===== config.mk =====
export PLATFORM = sky130hd
export DESIGN_NAME = button_press_hold_classifier_core
export DESIGN_NICKNAME = d
export VERILOG_FILES = /design/src/hdl/bphc_pkg.sv /design/src/hdl/bphc_lane.sv /design/src/hdl/bphc_merge.sv /design/src/hdl/button_press_hold_classifier_core.sv
export VERILOG_INCLUDE_DIRS = /design/src /design/src/hdl
export SDC_FILE = /design/constraint.sdc
export NUM_CORES = 1
export LEC_CHECK = 0
export ABC_CLOCK_PERIOD_IN_PS = 4800
export BUFFER_PORTS_ARGS = -buffer_cell sky130_fd_sc_hd__buf_2
export CORE_ASPECT_RATIO = 2
export CORE_MARGIN = 8
export CORE_UTILIZATION = 50
export CTS_CLUSTER_SIZE = 24
export DETAILED_ROUTE_END_ITERATION = 8
export PLACE_DENSITY_LB_ADDON = 0.25
export SYNTH_ARGS = -nofsm -noshare
export SYNTH_HDL_FRONTEND = slang
export SYNTH_SLANG_ARGS = --single-unit
export TNS_END_PERCENT = 30

===== constraint.sdc =====
create_clock -name clk -period 4.8 [get_ports clk]
set_input_delay 0 -clock clk [delete_from_list [all_inputs] [get_ports clk]]
set_output_delay 0 -clock clk [all_outputs]
set_load 0.02 [all_outputs]

===== src/hdl/button_press_hold_classifier_core_assert.svh =====
// Assertion macros shared by the button classifier modules.
`ifndef BUTTON_PRESS_HOLD_CLASSIFIER_CORE_ASSERT_SVH
`define BUTTON_PRESS_HOLD_CLASSIFIER_CORE_ASSERT_SVH

// The consequent must hold in the same cycle as the antecedent.
`define BPHC_ASSERT_NOW(lbl, ante, cons) \
  lbl: assert property (@(posedge clk) disable iff (!rst_n) (ante) |-> (cons)) \
    else $error("assertion failed in same cycle");

// The consequent must hold in the cycle after the antecedent.
`define BPHC_ASSERT_NEXT(lbl, ante, cons) \
  lbl: assert property (@(posedge clk) disable iff (!rst_n) (ante) |=> (cons)) \
    else $error("assertion failed one cycle later");

`endif


===== src/hdl/bphc_pkg.sv =====
// Shared types, constants and register indexes of the button classifier.
package bphc_pkg;

  // Number of button fields carried on the ports.
  localparam int FIELD_BUTTONS = 3;

  // Defaults for the top-level parameters.
  localparam int NUM_BUTTONS_DEF = 3;
  localparam int COUNT_WIDTH_DEF = 16;

  // Port widths.
  localparam int IN_TDATA_W = 16;
  localparam int OUT_TDATA_W = 16;
  localparam int CFG_INDEX_W = 3;
  localparam int CFG_DATA_W = 16;
  localparam int ELAPSED_W = 8;
  localparam int LIMIT_W = 15;
  localparam int DELAY_W = 16;
  localparam int REPEAT_W = 16;

  // Register indexes.
  localparam logic [CFG_INDEX_W-1:0] REG_ENABLE_MASK = 3'd0;
  localparam logic [CFG_INDEX_W-1:0] REG_BOUNCE_LIMIT = 3'd1;
  localparam logic [CFG_INDEX_W-1:0] REG_HOLD_LIMIT = 3'd2;
  localparam logic [CFG_INDEX_W-1:0] REG_EXIT_COUNT = 3'd3;
  localparam logic [CFG_INDEX_W-1:0] REG_REP_PERIOD_A = 3'd4;
  localparam logic [CFG_INDEX_W-1:0] REG_REP_PERIOD_B = 3'd5;
  localparam logic [CFG_INDEX_W-1:0] REG_REP_PERIOD_C = 3'd6;

  // Register reset values.
  localparam logic [FIELD_BUTTONS-1:0] ENABLE_MASK_RST = 3'd0;
  localparam logic [LIMIT_W-1:0] BOUNCE_LIMIT_RST = 15'd2;
  localparam logic [LIMIT_W-1:0] HOLD_LIMIT_RST = 15'd50;
  localparam logic [DELAY_W-1:0] EXIT_COUNT_RST = 16'hFFF6;
  localparam logic [REPEAT_W-1:0] REP_PERIOD_RST = 16'd0;

  // Button state codes.
  typedef enum logic [1:0] {
    ST_RELEASED = 2'd0,
    ST_SHORT    = 2'd1,
    ST_HOLD     = 2'd2
  } bphc_state_t;

  // Shared limits that every lane sees.
  typedef struct packed {
    logic [LIMIT_W-1:0] bounce_limit;
    logic [LIMIT_W-1:0] hold_limit;
    logic [DELAY_W-1:0] exit_count;
  } bphc_cfg_t;

  // What one lane reports for the current word.
  typedef struct packed {
    logic [1:0] status;
    logic       short_ev;
    logic       hold_ev;
  } bphc_res_t;

endpackage


===== src/hdl/bphc_lane.sv =====
// One button lane: press counter, state, repeat timer and event logic.
`include "button_press_hold_classifier_core_assert.svh"

module bphc_lane #(
  parameter int COUNT_WIDTH = bphc_pkg::COUNT_WIDTH_DEF
) (
  input  logic                                 clk,
  input  logic                                 rst_n,
  input  logic                                 step,
  input  logic                                 enable,
  input  logic                                 level,
  input  logic [bphc_pkg::ELAPSED_W-1:0]       elapsed_ms,
  input  bphc_pkg::bphc_cfg_t                  cfg,
  input  logic [bphc_pkg::REPEAT_W-1:0]        rep_period,
  output bphc_pkg::bphc_res_t                  res
);

  // Compare width that covers the counter, the 15-bit limits and the 16-bit exit count.
  localparam int CMPW = ((COUNT_WIDTH > bphc_pkg::DELAY_W) ? COUNT_WIDTH
                                                           : bphc_pkg::DELAY_W) + 1;
  localparam logic [COUNT_WIDTH-1:0] CNT_MAX = {1'b0, {(COUNT_WIDTH-1){1'b1}}};
  localparam logic signed [CMPW-1:0] CNT_MIN_EXT =
    {{(CMPW-COUNT_WIDTH+1){1'b1}}, {(COUNT_WIDTH-1){1'b0}}};

  logic [COUNT_WIDTH-1:0]         cnt_r, cnt_nxt;
  bphc_pkg::bphc_state_t          state_r, state_nxt;
  logic [bphc_pkg::REPEAT_W-1:0]  timer_r, timer_nxt;
  logic                           fired_r, fired_nxt;

  logic [COUNT_WIDTH-1:0]         cnt_inc;
  logic [COUNT_WIDTH-1:0]         cnt_mid;
  logic signed [CMPW-1:0]         mid_ext;
  logic signed [CMPW-1:0]         bounce_ext;
  logic signed [CMPW-1:0]         hold_ext;
  logic signed [CMPW-1:0]         delay_ext;
  logic signed [CMPW-1:0]         delay_clip;
  logic [bphc_pkg::REPEAT_W:0]    timer_sum;
  logic [bphc_pkg::REPEAT_W-1:0]  timer_sat;
  logic                           entered;
  logic                           short_ev;
  logic                           hold_ev;
  logic                           nxt_is_short;
  logic                           cur_is_short;
  logic                           cur_is_hold;

  // Counter step and sign-extended operands for the limit compares.
  always_comb begin
    cnt_inc = cnt_r + COUNT_WIDTH'(1);
    if (level) begin
      cnt_mid = (cnt_r != CNT_MAX) ? cnt_inc : cnt_r;
    end else begin
      cnt_mid = cnt_r[COUNT_WIDTH-1] ? cnt_inc : cnt_r;
    end
    mid_ext    = {{(CMPW-COUNT_WIDTH){cnt_mid[COUNT_WIDTH-1]}}, cnt_mid};
    bounce_ext = {{(CMPW-bphc_pkg::LIMIT_W){1'b0}}, cfg.bounce_limit};
    hold_ext   = {{(CMPW-bphc_pkg::LIMIT_W){1'b0}}, cfg.hold_limit};
    delay_ext  = {{(CMPW-bphc_pkg::DELAY_W){cfg.exit_count[bphc_pkg::DELAY_W-1]}},
                  cfg.exit_count};
    delay_clip = (delay_ext > 0) ? '0 : delay_ext;
    if (delay_clip < CNT_MIN_EXT) begin
      delay_clip = CNT_MIN_EXT;
    end
    timer_sum = {1'b0, timer_r} + {{(bphc_pkg::REPEAT_W-bphc_pkg::ELAPSED_W+1){1'b0}},
                                    elapsed_ms};
    timer_sat = timer_sum[bphc_pkg::REPEAT_W] ? '1 : timer_sum[bphc_pkg::REPEAT_W-1:0];
  end

  // Next state, count, repeat timer and short and hold events for one scan tick.
  always_comb begin
    bphc_pkg::bphc_state_t st;
    st        = state_r;
    entered   = 1'b0;
    short_ev  = 1'b0;
    hold_ev   = 1'b0;
    cnt_nxt   = cnt_mid;
    timer_nxt = timer_r;
    fired_nxt = fired_r;
    if (st == bphc_pkg::ST_SHORT) begin
      st = bphc_pkg::ST_RELEASED;
    end
    if (level) begin
      if (st != bphc_pkg::ST_HOLD && mid_ext >= hold_ext) begin
        st      = bphc_pkg::ST_HOLD;
        entered = 1'b1;
      end
    end else begin
      if (st == bphc_pkg::ST_HOLD) begin
        st      = bphc_pkg::ST_RELEASED;
        cnt_nxt = delay_clip[COUNT_WIDTH-1:0];
      end else if (!cnt_mid[COUNT_WIDTH-1]) begin
        // A release between the limits is a short press; anything else clears.
        if (mid_ext > bounce_ext && mid_ext < hold_ext) begin
          st = bphc_pkg::ST_SHORT;
        end
        cnt_nxt = '0;
      end
    end
    case (st)
      bphc_pkg::ST_SHORT: begin
        short_ev = 1'b1;
      end
      bphc_pkg::ST_HOLD: begin
        if (entered) begin
          hold_ev   = 1'b1;
          fired_nxt = 1'b1;
          timer_nxt = '0;
        end else if (rep_period != '0 && fired_r) begin
          if (timer_sat >= rep_period) begin
            hold_ev   = 1'b1;
            timer_nxt = '0;
          end else begin
            timer_nxt = timer_sat;
          end
        end
      end
      default: begin
        fired_nxt = 1'b0;
        timer_nxt = '0;
      end
    endcase
    state_nxt = st;
  end

  // A disabled lane keeps its state and reports no events.
  always_comb begin
    res.status   = enable ? state_nxt : state_r;
    res.short_ev = enable & short_ev;
    res.hold_ev  = enable & hold_ev;
  end

  // Lane state registers.
  always_ff @(posedge clk) begin
    if (!rst_n) begin
      cnt_r   <= '0;
      state_r <= bphc_pkg::ST_RELEASED;
      timer_r <= '0;
      fired_r <= 1'b0;
    end else if (step && enable) begin
      cnt_r   <= cnt_nxt;
      state_r <= state_nxt;
      timer_r <= timer_nxt;
      fired_r <= fired_nxt;
    end
  end

  // State decodes used by the checks below.
  assign nxt_is_short = (state_nxt == bphc_pkg::ST_SHORT);
  assign cur_is_short = (state_r == bphc_pkg::ST_SHORT);
  assign cur_is_hold  = (state_r == bphc_pkg::ST_HOLD);

  // A short press lasts a single tick.
  `BPHC_ASSERT_NEXT(a_short_one_tick, step && enable && nxt_is_short, cur_is_short)
  `BPHC_ASSERT_NOW(a_short_not_twice, cur_is_short, !nxt_is_short)
  // Entering hold always fires a hold event.
  `BPHC_ASSERT_NOW(a_hold_on_entry, enable && !cur_is_hold && res.status == bphc_pkg::ST_HOLD, res.hold_ev)

endmodule


===== src/hdl/bphc_merge.sv =====
// Merge stage: packs the lane results into a word and buffers two words.
`include "button_press_hold_classifier_core_assert.svh"

module bphc_merge (
  input  logic                                clk,
  input  logic                                rst_n,
  input  logic                                push,
  input  bphc_pkg::bphc_res_t                 lane_res [bphc_pkg::FIELD_BUTTONS],
  output logic                                space_ok,
  output logic                                out_tvalid,
  input  logic                                out_tready,
  output logic [bphc_pkg::OUT_TDATA_W-1:0]    out_tdata
);

  localparam int NB = bphc_pkg::FIELD_BUTTONS;

  logic [bphc_pkg::OUT_TDATA_W-1:0] word;
  logic [bphc_pkg::OUT_TDATA_W-1:0] buf_r [2];
  logic                             wr_ptr_r, rd_ptr_r;
  logic [1:0]                       cnt_r, cnt_nxt;
  logic                             pop;

  // Pack statuses, then short events, then hold events, lowest bits first.
  always_comb begin
    word = '0;
    for (int i = 0; i < NB; i++) begin
      word[2*i +: 2]    = lane_res[i].status;
      word[2*NB + i]    = lane_res[i].short_ev;
      word[3*NB + i]    = lane_res[i].hold_ev;
    end
  end

  assign space_ok   = (cnt_r != 2'd2);
  assign out_tvalid = (cnt_r != 2'd0);
  assign out_tdata  = buf_r[rd_ptr_r];
  assign pop        = out_tvalid & out_tready;

  always_comb begin
    cnt_nxt = cnt_r;
    if (push && !pop) begin
      cnt_nxt = cnt_r + 2'd1;
    end else if (pop && !push) begin
      cnt_nxt = cnt_r - 2'd1;
    end
  end

  // Buffer pointers and fill count.
  always_ff @(posedge clk) begin
    if (!rst_n) begin
      wr_ptr_r <= 1'b0;
      rd_ptr_r <= 1'b0;
      cnt_r    <= 2'd0;
    end else begin
      cnt_r <= cnt_nxt;
      if (push) begin
        wr_ptr_r <= ~wr_ptr_r;
      end
      if (pop) begin
        rd_ptr_r <= ~rd_ptr_r;
      end
    end
  end

  // Buffer storage.
  always_ff @(posedge clk) begin
    if (push) begin
      buf_r[wr_ptr_r] <= word;
    end
  end

  `BPHC_ASSERT_NOW(a_cnt_range, 1'b1, cnt_r != 2'd3)
  `BPHC_ASSERT_NOW(a_no_push_full, push, cnt_r != 2'd2)
  `BPHC_ASSERT_NEXT(a_push_shows, push && !pop, out_tvalid)

endmodule


===== src/hdl/button_press_hold_classifier_core.sv =====
// Each button is a lane with its own compare logic; result words are registered in
// the output buffer. Throughput: one tick word per cycle while that buffer is not full.
// A two-word output buffer lets input continue while a result waits to be taken.
// Reset (rst_n low, synchronous): counters, states, timers cleared, registers to defaults.
// Configuration writes are taken every cycle; cfg_ready is always high.
module button_press_hold_classifier_core #(
  parameter int NUM_BUTTONS = bphc_pkg::NUM_BUTTONS_DEF,
  parameter int COUNT_WIDTH = bphc_pkg::COUNT_WIDTH_DEF
) (
  input  logic                                clk,
  input  logic                                rst_n,
  // level_a[0], level_b[1], level_c[2], elapsed_ms[10:3]
  input  logic [bphc_pkg::IN_TDATA_W-1:0]     in_tdata,
  input  logic                                in_tvalid,
  output logic                                in_tready,
  // status_a[1:0], status_b[3:2], status_c[5:4], short_event_a..c[8:6],
  // hold_event_a..c[11:9]
  output logic [bphc_pkg::OUT_TDATA_W-1:0]    out_tdata,
  output logic                                out_tvalid,
  input  logic                                out_tready,
  input  logic                                cfg_valid,
  output logic                                cfg_ready,
  input  logic [bphc_pkg::CFG_INDEX_W-1:0]    cfg_index,
  input  logic [bphc_pkg::CFG_DATA_W-1:0]     cfg_data
);

  localparam int NB = bphc_pkg::FIELD_BUTTONS;
  localparam int LANES = (NUM_BUTTONS < NB) ? NUM_BUTTONS : NB;

  logic [NB-1:0]                    enable_mask_r;
  bphc_pkg::bphc_cfg_t              cfg_r;
  logic [bphc_pkg::REPEAT_W-1:0]    rep_period_r [NB];
  bphc_pkg::bphc_res_t              lane_res [NB];
  logic                             step;
  logic [bphc_pkg::ELAPSED_W-1:0]   elapsed_ms;

  assign cfg_ready  = 1'b1;
  assign step       = in_tvalid & in_tready;
  assign elapsed_ms = in_tdata[NB +: bphc_pkg::ELAPSED_W];

  // Configuration registers.
  always_ff @(posedge clk) begin
    if (!rst_n) begin
      enable_mask_r       <= bphc_pkg::ENABLE_MASK_RST;
      cfg_r.bounce_limit  <= bphc_pkg::BOUNCE_LIMIT_RST;
      cfg_r.hold_limit    <= bphc_pkg::HOLD_LIMIT_RST;
      cfg_r.exit_count    <= bphc_pkg::EXIT_COUNT_RST;
      for (int i = 0; i < NB; i++) begin
        rep_period_r[i] <= bphc_pkg::REP_PERIOD_RST;
      end
    end else if (cfg_valid) begin
      case (cfg_index)
        bphc_pkg::REG_ENABLE_MASK:     enable_mask_r <= cfg_data[NB-1:0];
        bphc_pkg::REG_BOUNCE_LIMIT:    cfg_r.bounce_limit <= cfg_data[bphc_pkg::LIMIT_W-1:0];
        bphc_pkg::REG_HOLD_LIMIT:      cfg_r.hold_limit <= cfg_data[bphc_pkg::LIMIT_W-1:0];
        bphc_pkg::REG_EXIT_COUNT:      cfg_r.exit_count <= cfg_data;
        bphc_pkg::REG_REP_PERIOD_A:    rep_period_r[0] <= cfg_data;
        bphc_pkg::REG_REP_PERIOD_B:    rep_period_r[1] <= cfg_data;
        bphc_pkg::REG_REP_PERIOD_C:    rep_period_r[2] <= cfg_data;
        default: begin
        end
      endcase
    end
  end

  // One lane per present button; absent buttons report all zeros.
  for (genvar g = 0; g < NB; g++) begin : g_lane
    if (g < LANES) begin : g_on
      bphc_lane #(
        .COUNT_WIDTH (COUNT_WIDTH)
      ) u_lane (
        .clk        (clk),
        .rst_n      (rst_n),
        .step       (step),
        .enable     (enable_mask_r[g]),
        .level      (in_tdata[g]),
        .elapsed_ms (elapsed_ms),
        .cfg        (cfg_r),
        .rep_period (rep_period_r[g]),
        .res        (lane_res[g])
      );
    end else begin : g_off
      assign lane_res[g] = '0;
    end
  end

  bphc_merge u_merge (
    .clk        (clk),
    .rst_n      (rst_n),
    .push       (step),
    .lane_res   (lane_res),
    .space_ok   (in_tready),
    .out_tvalid (out_tvalid),
    .out_tready (out_tready),
    .out_tdata  (out_tdata)
  );

endmodule

; Word level (Yosys, flattened, before mapping)
; Memories as Yosys holds them, arrays and structs flattened. A register that Yosys moved wholly into a read port is not among the register bits.
; Index checks and enable logic that the tools add are counted.
[word_totals]
ramBits = 72
word_cells = 227
mem_count = 2
register_bits = 158
input_bits = 40
[mem_list]
columns = name, words, width, read_ports, rd_ports_with_merged_regs, wr, line
row1 = rep_period_r, 3, 16, 3, 0, 3, button_press_hold_classifier_core.sv:32  ; logic [bphc_pkg::REPEAT_W-1:0] rep_period_r [NB];
row2 = u_merge.buf_r, 2, 12, 1, 1, 1, bphc_merge.sv:18  ; logic [bphc_pkg::OUT_TDATA_W-1:0] buf_r [2];
[classes]
n_lt_le_gt_ge = 14
bitwise_logic = 16
muxes = 105
eq_ne = 31
n_addsub = 8
reduce_logical = 32
[ops]
columns = cell, count
row1 = 16-bit two-way mux, 34
row2 = 16-bit greater-or-equal comparator, 6
row3 = 16-bit case mux with 2 select lines, 3
row4 = 16-bit by 8-bit adder with 17-bit output, 3
row5 = "16-bit by 1-bit adder with 16-bit output, second input constant", 3
row6 = 16-bit greater-than comparator, 3
row7 = 16-bit < comparator, 3
row8 = "16-bit by 15-bit inequality test with 1-bit output, second input constant", 3
row9 = 16-bit nonzero test, 3
row10 = 2-bit two-way mux, 23
row11 = 1-bit two-way mux, 41
row12 = 3-bit AND reduction, 6
row13 = "17-bit by 16-bit < comparator with 1-bit output, second input constant", 1
row14 = 17-bit two-way mux, 1
row15 = "16-bit by 1-bit greater-than comparator with 1-bit output, second input constant", 1
row16 = 1-bit logical AND, 14
row17 = "2-bit by 1-bit == test with 1-bit output, second input constant", 6
row18 = "2-bit == test, second input constant", 6
row19 = "3-bit == test, second input constant", 3
row20 = "3-bit by 1-bit inequality test with 1-bit output, second input constant", 3
row21 = 1-bit AND, 8
row22 = "2-bit inequality test, second input constant", 4
row23 = 2-bit AND reduction, 4
row24 = "3-bit by 2-bit == test with 1-bit output, second input constant", 2
row25 = 10 further kinds, 22

; Longest topological paths before layout
; Gate-level depths: netlist of run 1.
[logic_depth]
ltp_word = 12
depth_mapped = 18
mapped_depth_nobuf = 17

; Modules after synthesis
; From an unflattened synthesis of run 1, not the netlist that was laid out.
[unflattened]
cells_unflattened = 1930
hier_area_um2 = 16677.2
[modules_own_cells]
columns = mod, cells_per_inst, seq_area_each_um2, area_per_inst_um2, instances
row1 = bphc_lane (g_lane[2].g_on.u_lane), 546, 700.7, 4108.9, 1
row2 = bphc_lane (g_lane[0].g_on.u_lane), 529, 700.7, 3967.6, 1
row3 = bphc_lane (g_lane[1].g_on.u_lane), 518, 700.7, 3867.5, 1
row4 = button_press_hold_classifier_core, 273, 2422.3, 3618.5, 1
row5 = bphc_merge, 64, 820.8, 1114.8, 1

; Worst setup path after synthesis of run 1
; No wires, ideal clock.
[synth_timing]
path_kind = register to register
start = register g_lane[0].g_on.u_lane.timer_r[0] (netlist name)
end = register g_lane[0].g_on.u_lane.timer_r[9] (netlist name)
stages_incl_launch_ff = 19
setup_ps = 74
path_slack_ps = 789
t_arrival_ps = 3937
period_less_slack_ps = 4011
required_ps = 4726
path_cell_list = dfxtp_1 ha_1 fa_1 a211oi_1 nor2_1 o311ai_0 o2bb2ai_1 or3b_2 buf_2 nand3_1 ha_1 a21oi_1 o21ai_0 a221oi_1 o211ai_1 nor2_1 clkbuf_1 o21ai_0 o21ai_0
[synth_between]
elab_chain_cells = 7
[synth_rtl]
columns = element, line
row1 = from (decl), bphc_lane.sv:27  ; logic [bphc_pkg::REPEAT_W-1:0] timer_r, timer_nxt;
row2 = from (signal assigned), bphc_lane.sv:141  ; timer_r <= timer_nxt;
row3 = 16-bit by 8-bit adder with 17-bit output (*), bphc_lane.sv:63  ; timer_sum = {1'b0, timer_r} + {{(bphc_pkg::REPEAT_W-bphc_pkg::ELAPSED_W+1){1'b0}},
row4 = 16-bit two-way mux (*), bphc_lane.sv:65  ; timer_sat = timer_sum[bphc_pkg::REPEAT_W] ? '1 : timer_sum[bphc_pkg::REPEAT_W-1:0];
row5 = 16-bit greater-or-equal comparator, bphc_lane.sv:108  ; if (timer_sat >= rep_period) begin
row6 = 16-bit two-way mux (*), bphc_lane.sv:108
row7 = 16-bit two-way mux (*), bphc_lane.sv:107  ; end else if (rep_period != '0 && fired_r) begin
row8 = 16-bit two-way mux (*), bphc_lane.sv:103  ; if (entered) begin
row9 = 16-bit case mux with 2 select lines (*), bphc_lane.sv:98  ; case (st)
; Mark *: on every way between the ends. The rest lies on a longest branch, timed or not. The select of a mux whose other input is x is not followed.
; A chain may end at the register's enable or synchronous reset.

; Worst setup path after layout of run 1
[layout_timing]
start = register g_lane[1].g_on.u_lane.cnt_r[0]
end = register g_lane[1].g_on.u_lane.timer_r[2] (netlist name)
[layout_between]
elab_chain_cells = 12
word_cells_on_any_way = 24
cone_classes = add/sub (1) / order compare (3) / eq/ne (4) / mux (12) / bitwise (1) / reduce/logical (3)
[layout_rtl]
columns = element, line
row1 = from (decl), bphc_lane.sv:25  ; logic [COUNT_WIDTH-1:0] cnt_r, cnt_nxt;
row2 = from (signal assigned), bphc_lane.sv:139  ; cnt_r <= cnt_nxt;
row3 = 16-bit by 1-bit adder with 16-bit output / 16-bit by 15-bit inequality test with 1-bit output (equally long branches), "bphc_lane.sv:48, bphc_lane.sv:50"
row4 = "16-bit two-way mux, on equally long branches", "bphc_lane.sv:52, bphc_lane.sv:50"
row5 = 16-bit two-way mux (*), bphc_lane.sv:49  ; if (level) begin
row6 = 16-bit greater-than comparator / 16-bit < comparator (equally long branches), bphc_lane.sv:92  ; if (mid_ext > bounce_ext && mid_ext < hold_ext) begin
row7 = 1-bit logical AND, bphc_lane.sv:92
row8 = 2-bit two-way mux, bphc_lane.sv:92
row9 = 2-bit two-way mux, bphc_lane.sv:90  ; end else if (!cnt_mid[COUNT_WIDTH-1]) begin
row10 = 2-bit two-way mux, bphc_lane.sv:87  ; if (st == bphc_pkg::ST_HOLD) begin
row11 = 2-bit two-way mux, bphc_lane.sv:81  ; if (level) begin
row12 = 2-bit == test / 2-bit by 1-bit == test with 1-bit output (equally long branches), n/a
row13 = 3-bit by 1-bit inequality test with 1-bit output (no line) / 1-bit NOT (equally long branches), n/a
row14 = 3-bit AND reduction (no line), n/a
row15 = to (signal assigned), bphc_lane.sv:141
row16 = to (decl), bphc_lane.sv:27
; Mark *: on every way between the ends. The rest lies on a longest branch, timed or not.

==> results of run 1 <==
kinds of logic after synthesis:
family / Yosys count
AOI/OAI and AO/OA: 495
adders and majority gates: 172
muxes: 32
xor gates and xnor gates: 56
buffers and inverters: 185
other: 2
DFF: 231
and+or+nand+nor: 693
path summary, 6_finish.rpt:
path,startpoint,to,depth (start not counted)
hold / removal,cfg_valid,enable_mask_r[1]$_SDFFE_PN0P_,5
setup reg to reg,g_lane[1].g_on.u_lane.cnt_r[0]$_SDFFE_PN0P_,g_lane[1].g_on.u_lane.timer_r[2]$_SDFFE_PN0P_,16
hold reg to reg,cfg_r[24]$_SDFFE_PN0P_,cfg_r[24]$_SDFFE_PN0P_,2
setup / recovery,g_lane[1].g_on.u_lane.cnt_r[0]$_SDFFE_PN0P_,g_lane[1].g_on.u_lane.timer_r[2]$_SDFFE_PN0P_,16
Yosys cell counts, types with 33 or more instances:
| library cell | number |
|---|---|
| nand4_1 | 38 |
| a21o_1 | 33 |
| dfxtp_1 | 159 |
| edfxtp_1 | 72 |
| clkbuf_1 | 52 |
| o21ai_0 | 77 |
| a31oi_1 | 41 |
| inv_1 | 101 |
| a21oi_1 | 126 |
| nand3_1 | 79 |
| ha_1 | 169 |
| nand2_1 | 242 |
| nor2_1 | 118 |
| xnor2_1 | 37 |
repair_timing:
action / in CTS / in global routing
hold buffers: 24 / 0
endpoints found under the setup margin: 0 / 7
resized for setup: 0 / 5
endpoints found under the hold margin: 101 / 0
routing by layer:
metal / up-vias / track usage / share of wire / routed length [um]
li1: 7014 / - / - / -
met1: 6869 / 0.3254 / 0.42 / 19980
met2: 566 / 0.3968 / 0.46 / 22050
met3: 121 / 0.02921 / 0.072 / 3416
met4: 0 / 0.1030 / 0.044 / 2086
met5: - / 0 / 0 / 0
metrics by stage:
stage                     power, uW  area [um2]  utilization
after global routing           4847       17670       0.5543
after detailed placement       2870       16680       0.5230
after global placement         2855       16680       0.5230
after CTS                      4709       17660       0.5538
after floorplan                2651       16030            -
final                          4682       17670       0.5543
critical path, delay by kind of cell, from the launching register on:
family | cells | cell delay [ns]
flip-flops | 1 | 0.39
multiplexers | 1 | 0.21
buffers and inverters | 2 | 0.53
AND/OR/NAND/NOR | 8 | 2.02
adder cells (fa/ha/maj) | 2 | 0.61
AO/OA/AOI/OAI | 2 | 0.30
XOR/XNOR | 1 | 0.29
sequential cells by signal, indices dropped and copies added (netlist names), named ones only:
register / count
g_lane.g_on.u_lane.cnt_r: 48
g_lane.g_on.u_lane.timer_r: 48
rep_period_r: 48
cfg_r: 46
u_merge.buf_r: 24
g_lane.g_on.u_lane.state_r: 6
enable_mask_r: 3
g_lane.g_on.u_lane.fired_r: 3
u_merge.cnt_r: 2
u_merge.rd_ptr_r: 1
u_merge.wr_ptr_r: 1
power breakdown:
group          switching (uW)  leakage (uW)  total (uW)  internal (uW)
sequential               75.0       0.00198        2190           2110
clock                     819      0.000356        1830           1010
combinational             411       0.00511         665            253
total                    1310       0.00745        4680           3380
final cells by class:
cell class / count / area (um2)
Clock buffer: 28 / 604.3
Clock inverter: 14 / 136.4
Fill cell: 2944 / 14210
Inverter: 101 / 379.1
Multi-Input combinational cell: 1453 / 9950
Sequential cell: 231 / 5345
Tap cell: 427 / 534.3
Timing Repair Buffer: 101 / 723.2
==> results.json, run 1 <==
{
  "clockBufferDepth": 3,
  "ys_seq_area_frac": 0.3336,
  "synth_top_family_by_area": "compound AO/OA/AOI/OAI gates",
  "syn_to_final_growth_pct": 10.31,
  "cpMaxStageDelayCell": "nor4_4",
  "grt_antenna_before_repair": 0,
  "n_antenna_cell": 0,
  "start_util": 0.5025,
  "synthXorXnorAreaFrac": 0.03062,
  "setup_viol": 0,
  "final-instance-count-excl-fill": 2355,
  "status": "completed",
  "required_ns": 5.26,
  "place.port_buffers": 48,
  "synth_area_per_cell_um2": 8.585,
  "worst_hold_slack_ns": 0.05325,
  "pre_cts_slack_ns": 0.2290,
  "path_cells": "ha_1, nand4_1, nor4_4, nor2_1, buf_4, nand2_1, xnor2_1, ha_1, a21oi_1, and3_1, o21ai_0, nand4b_1, nor4_4, or2_1, buf_4, mux2i_1",
  "drtIter0Drc": 1287,
  "drv_slew": 0,
  "die_area_um2": 38370,
  "synth_warnings": 0,
  "root_buffer": "clkbuf_16",
  "drt_wl_total_um": 47530,
  "cts.sinks": 231,
  "postCtsSetupBuffers": 0,
  "yosysTopAreaCellShare": 0.1987,
  "async_flop_share": 0,
  "worstMarginPinSlew_ns": 1.188,
  "final_cell_mix": "nand2_1 (242), ha_1 (169), dfxtp_1 (159)",
  "grt_setup_unrepaired": "no",
  "overflow": 0,
  "timing.fmax_mhz": 224.6,
  "grt_pass1_vias": 13650,
  "synth_area_um2": 16020,
  "core_um2": 31880,
  "ys_top_cells_by_area": "dfxtp_1 (20%), edfxtp_1 (13%), ha_1 (13%)",
  "period_share": 0.9274,
  "hold_viol_final": 0,
  "grt_util_all_layers": 0.2463,
  "die_h_um": 269.1,
  "powerDensity_nw_per_um2": 264.9,
  "final.setup.tns_ns": 0,
  "cp-start-kind": "flip-flop",
  "place.gp.congestion": 0.9746,
  "yosysTopAreaCell": "dfxtp_1",
  "drive_gt1_frac": 0.09647,
  "clk_latency_ns": 0.55,
  "cp.arrival_ns": 4.91,
  "vias": 14570,
  "clk_pin_slew_ns": 0.07,
  "path_max_fanout": 16,
  "dp_hpwl_um": 34980,
  "synth_compound_area_frac": 0.2162,
  "synthAdderAreaFrac": 0.1357,
  "layout.nets": 2123,
  "synth-seq-cells": 231,
  "io-pin-count": 59,
  "grt_pass1_wl_um": 74970,
  "critical_path_class": "flip-flop to flip-flop",
  "synth.area.mux_share": 0.02179,
  "hold_path_class": "input pin to flip-flop",
  "place_inst": 2289,
  "synthCells": 1866,
  "end_kind": "flip-flop",
  "via_per_inst": 6.187,
  "slowest_delay_ns": 0.63,
  "cts_tree": "done",
  "drc": 0,
  "wire_per_inst_um": 20.18,
  "skew_ns": 0.02614,
  "placementRows": 93,
  "cts.htree.levels": 1,
  "grt_max_degree": 65,
  "drtPass1Iterations": 5,
  "max_slew_margin": 0.2050,
  "synth_edf_count": 72,
  "mostFrequentLayoutCell": "nand2_1",
  "ff2ff_setup_slack_ns": 0.35,
  "die_w_um": 142.6,
  "setup_ws_ns": 0.3486,
  "synth_ff_type": "dfxtp_1",
  "synth.distinct_cells": 96,
  "ir_drop_uv": 269.5,
  "maxCapViolations": 0,
  "cts_made_buffers": 23,
  "p_leak_uw": 0.007447,
  "fin_crit_ns": 4.451,
  "yosys.area_share.simple": 0.2139,
  "final_antenna_net_count": 0
}
Power figures use the tool's default switching activity.
==> inputs of run 2 (changes only) <==
--- a/config.mk
+++ b/config.mk
@@ -13,6 +13,7 @@
 export CORE_UTILIZATION = 50
 export CTS_CLUSTER_SIZE = 24
 export DETAILED_ROUTE_END_ITERATION = 8
+export GPL_TIMING_DRIVEN = 0
 export PLACE_DENSITY_LB_ADDON = 0.25
 export SYNTH_ARGS = -nofsm -noshare
 export SYNTH_HDL_FRONTEND = slang
==> results.json, run 2 (synthesized netlist as in run 1, its figures left out) <==
{
  "status": "completed",
  "end_kind": "flip-flop",
  "vias": 14960,
  "cts.sinks": 231,
  "p_leak_uw": 0.007543,
  "final_area_um2": 18020,
  "grt_pass1_wl_um": 79410,
  "cts_tree": "done",
  "skew_ns": 0.02718,
  "cp.arrival_ns": 5.06,
  "nFillCells": 2975,
  "setup_viol": 0,
  "cts_made_buffers": 23,
  "period_share": 0.9633,
  "timing.fmax_mhz": 216.3,
  "powerDensity_nw_per_um2": 260.8,
  "max_slew_margin": 0.2265,
  "place_inst": 2345,
  "clk_latency_ns": 0.56,
  "grt_pass1_vias": 13930,
  "setup_ws_ns": 0.1764,
  "startpoint": "g_lane[0].g_on.u_lane.cnt_r[0]$_SDFFE_PN0P_",
  "path_max_fanout": 10,
  "die_h_um": 269.1,
  "placementRows": 93,
  "via_per_inst": 6.190,
  "ir_drop_uv": 287.6,
  "drv_slew": 0,
  "gr-usage-met2": 0.4147,
  "final_util": 0.5652,
  "place.gp.congestion": 0.9872,
  "critical_path_class": "flip-flop to flip-flop",
  "overflow": 0,
  "start_util": 0.5025,
  "clockBufferDepth": 3,
  "pre_cts_slack_ns": -0.6577,
  "worstHoldStart": "cfg_valid",
  "clk_pin_slew_ns": 0.07,
  "drc": 0,
  "r2r-start": "g_lane[0].g_on.u_lane.cnt_r[0]$_SDFFE_PN0P_",
  "required_ns": 5.24,
  "wire_per_inst_um": 21.41,
  "place.port_buffers": 47,
  "grt_util_all_layers": 0.2653,
  "io-pin-count": 59,
  "top_regs": "g_lane.g_on.u_lane.cnt_r: 48 flops, g_lane.g_on.u_lane.timer_r: 48 flops, rep_period_r: 48 flops",
  "die_area_um2": 38370,
  "drtPass1Iterations": 6,
  "drive_gt1_frac": 0.1056,
  "cp-start-kind": "flip-flop",
  "hold_viol_final": 0,
  "layout.nets": 2185,
  "grt_use_met1": 0.3310,
  "place_area_um2": 16820,
  "root_buffer": "clkbuf_16",
  "final_cell_mix": "nand2_1 (242), ha_1 (169), dfxtp_1 (159)",
  "total_power_uw": 4700,
  "grt_antenna_before_repair": 1,
  "die_w_um": 142.6,
  "grt_max_degree": 18,
  "core_um2": 31880,
  "cts.htree.levels": 1,
  "mostFrequentLayoutCell": "nand2_1",
  "hold_path_class": "input pin to flip-flop",
  "groute.layer.met3.usage": 0.05151,
  "busiest_layer": "met2",
  "dp_hpwl_um": 38490,
  "drtIter0Drc": 1510,
  "fin_crit_ns": 4.624,
  "drt_wl_total_um": 51720,
  "maxCapViolations": 0,
  "syn_to_final_growth_pct": 12.48,
  "worstMarginPinSlew_ns": 1.145,
  "grt_setup_unrepaired": "yes",
  "final_antenna_net_count": 0,
  "final-instance-count-excl-fill": 2416
}
==> run 2: area by class of cell <==
| class | count | area, um2 | area share |
|---|---|---|---|
| timing repair buffer | 81 | 549.3 | 0.03048 |
| multi-input combinational | 1453 | 10100 | 0.5603 |
| antenna | 1 | 2.502 | 0.0001389 |
| buffer | 82 | 385.4 | 0.02139 |
| clock buffer | 23 | 575.6 | 0.03194 |
| inverter | 101 | 379.1 | 0.02104 |
| clock inverter | 17 | 152.6 | 0.008471 |
| tap | 427 | 534.3 | 0.02965 |
| sequential | 231 | 5345 | 0.2966 |
==> run 2: critical path, stage by stage, from the launching register on <==
cell and delay (ns):
dfxtp_1 0.37, ha_1 0.29, and3_1 0.24, and4_1 0.19, buf_2 0.17, a31oi_4 0.34, nand4_1 0.20, xnor2_2 0.29
ha_1 0.32, a21oi_1 0.20, nand2_1 0.08, a211o_1 0.28, nor3_2 0.36, nor4_4 0.09, buf_4 0.18, or2_2 0.27
clkbuf_1 0.17, clkbuf_4 0.23, a22o_1 0.24
==> run 2: per-layer routing <==
metal | vias up | part of all wire
met5 | - | 0
met4 | 0 | 0.071
met3 | 196 | 0.083
met2 | 651 | 0.44
met1 | 6987 | 0.40
li1 | 7122 | -
==> run 2: repair_timing <==
| action | 4_1_cts | 5_1_grt |
|---|---|---|
| setup buffers | 6 | 4 |
| pin swaps | 2 | 5 |
| endpoints found under the hold margin | 97 | 0 |
| hold buffers | 22 | 0 |
| setup endpoints to repair | 45 | 72 |
| resized for setup | 15 | 23 |
==> run 2: final timing paths <==
check                                                       end  slack (ns)  depth (start not counted)
hold / removal                           cfg_r[24]$_SDFFE_PN0P_        0.03                          5
hold reg to reg                          cfg_r[23]$_SDFFE_PN0P_        0.46                          2
setup / recovery  g_lane[0].g_on.u_lane.timer_r[6]$_SDFFE_PN0P_        0.18                         18
setup reg to reg  g_lane[0].g_on.u_lane.timer_r[6]$_SDFFE_PN0P_        0.18                         18
==> run 2: stage by stage <==
step / hold slack (ns) / setup TNS, ns
final: 0.03306 / 0
after global routing: 0.05236 / -0.1168
after CTS: 0.01649 / 0
after detailed placement: 0.2614 / -13.20
after global placement: 0.2553 / -12.14
after floorplan: 0.1240 / 0
==> run 2: report_power, final <==
part	total (uW)	switching, uW	internal [uW]
Sequential	2170	64.2	2110
Combinational	709	447	262
Clock	1820	869	948
Total	4700	1380	3320
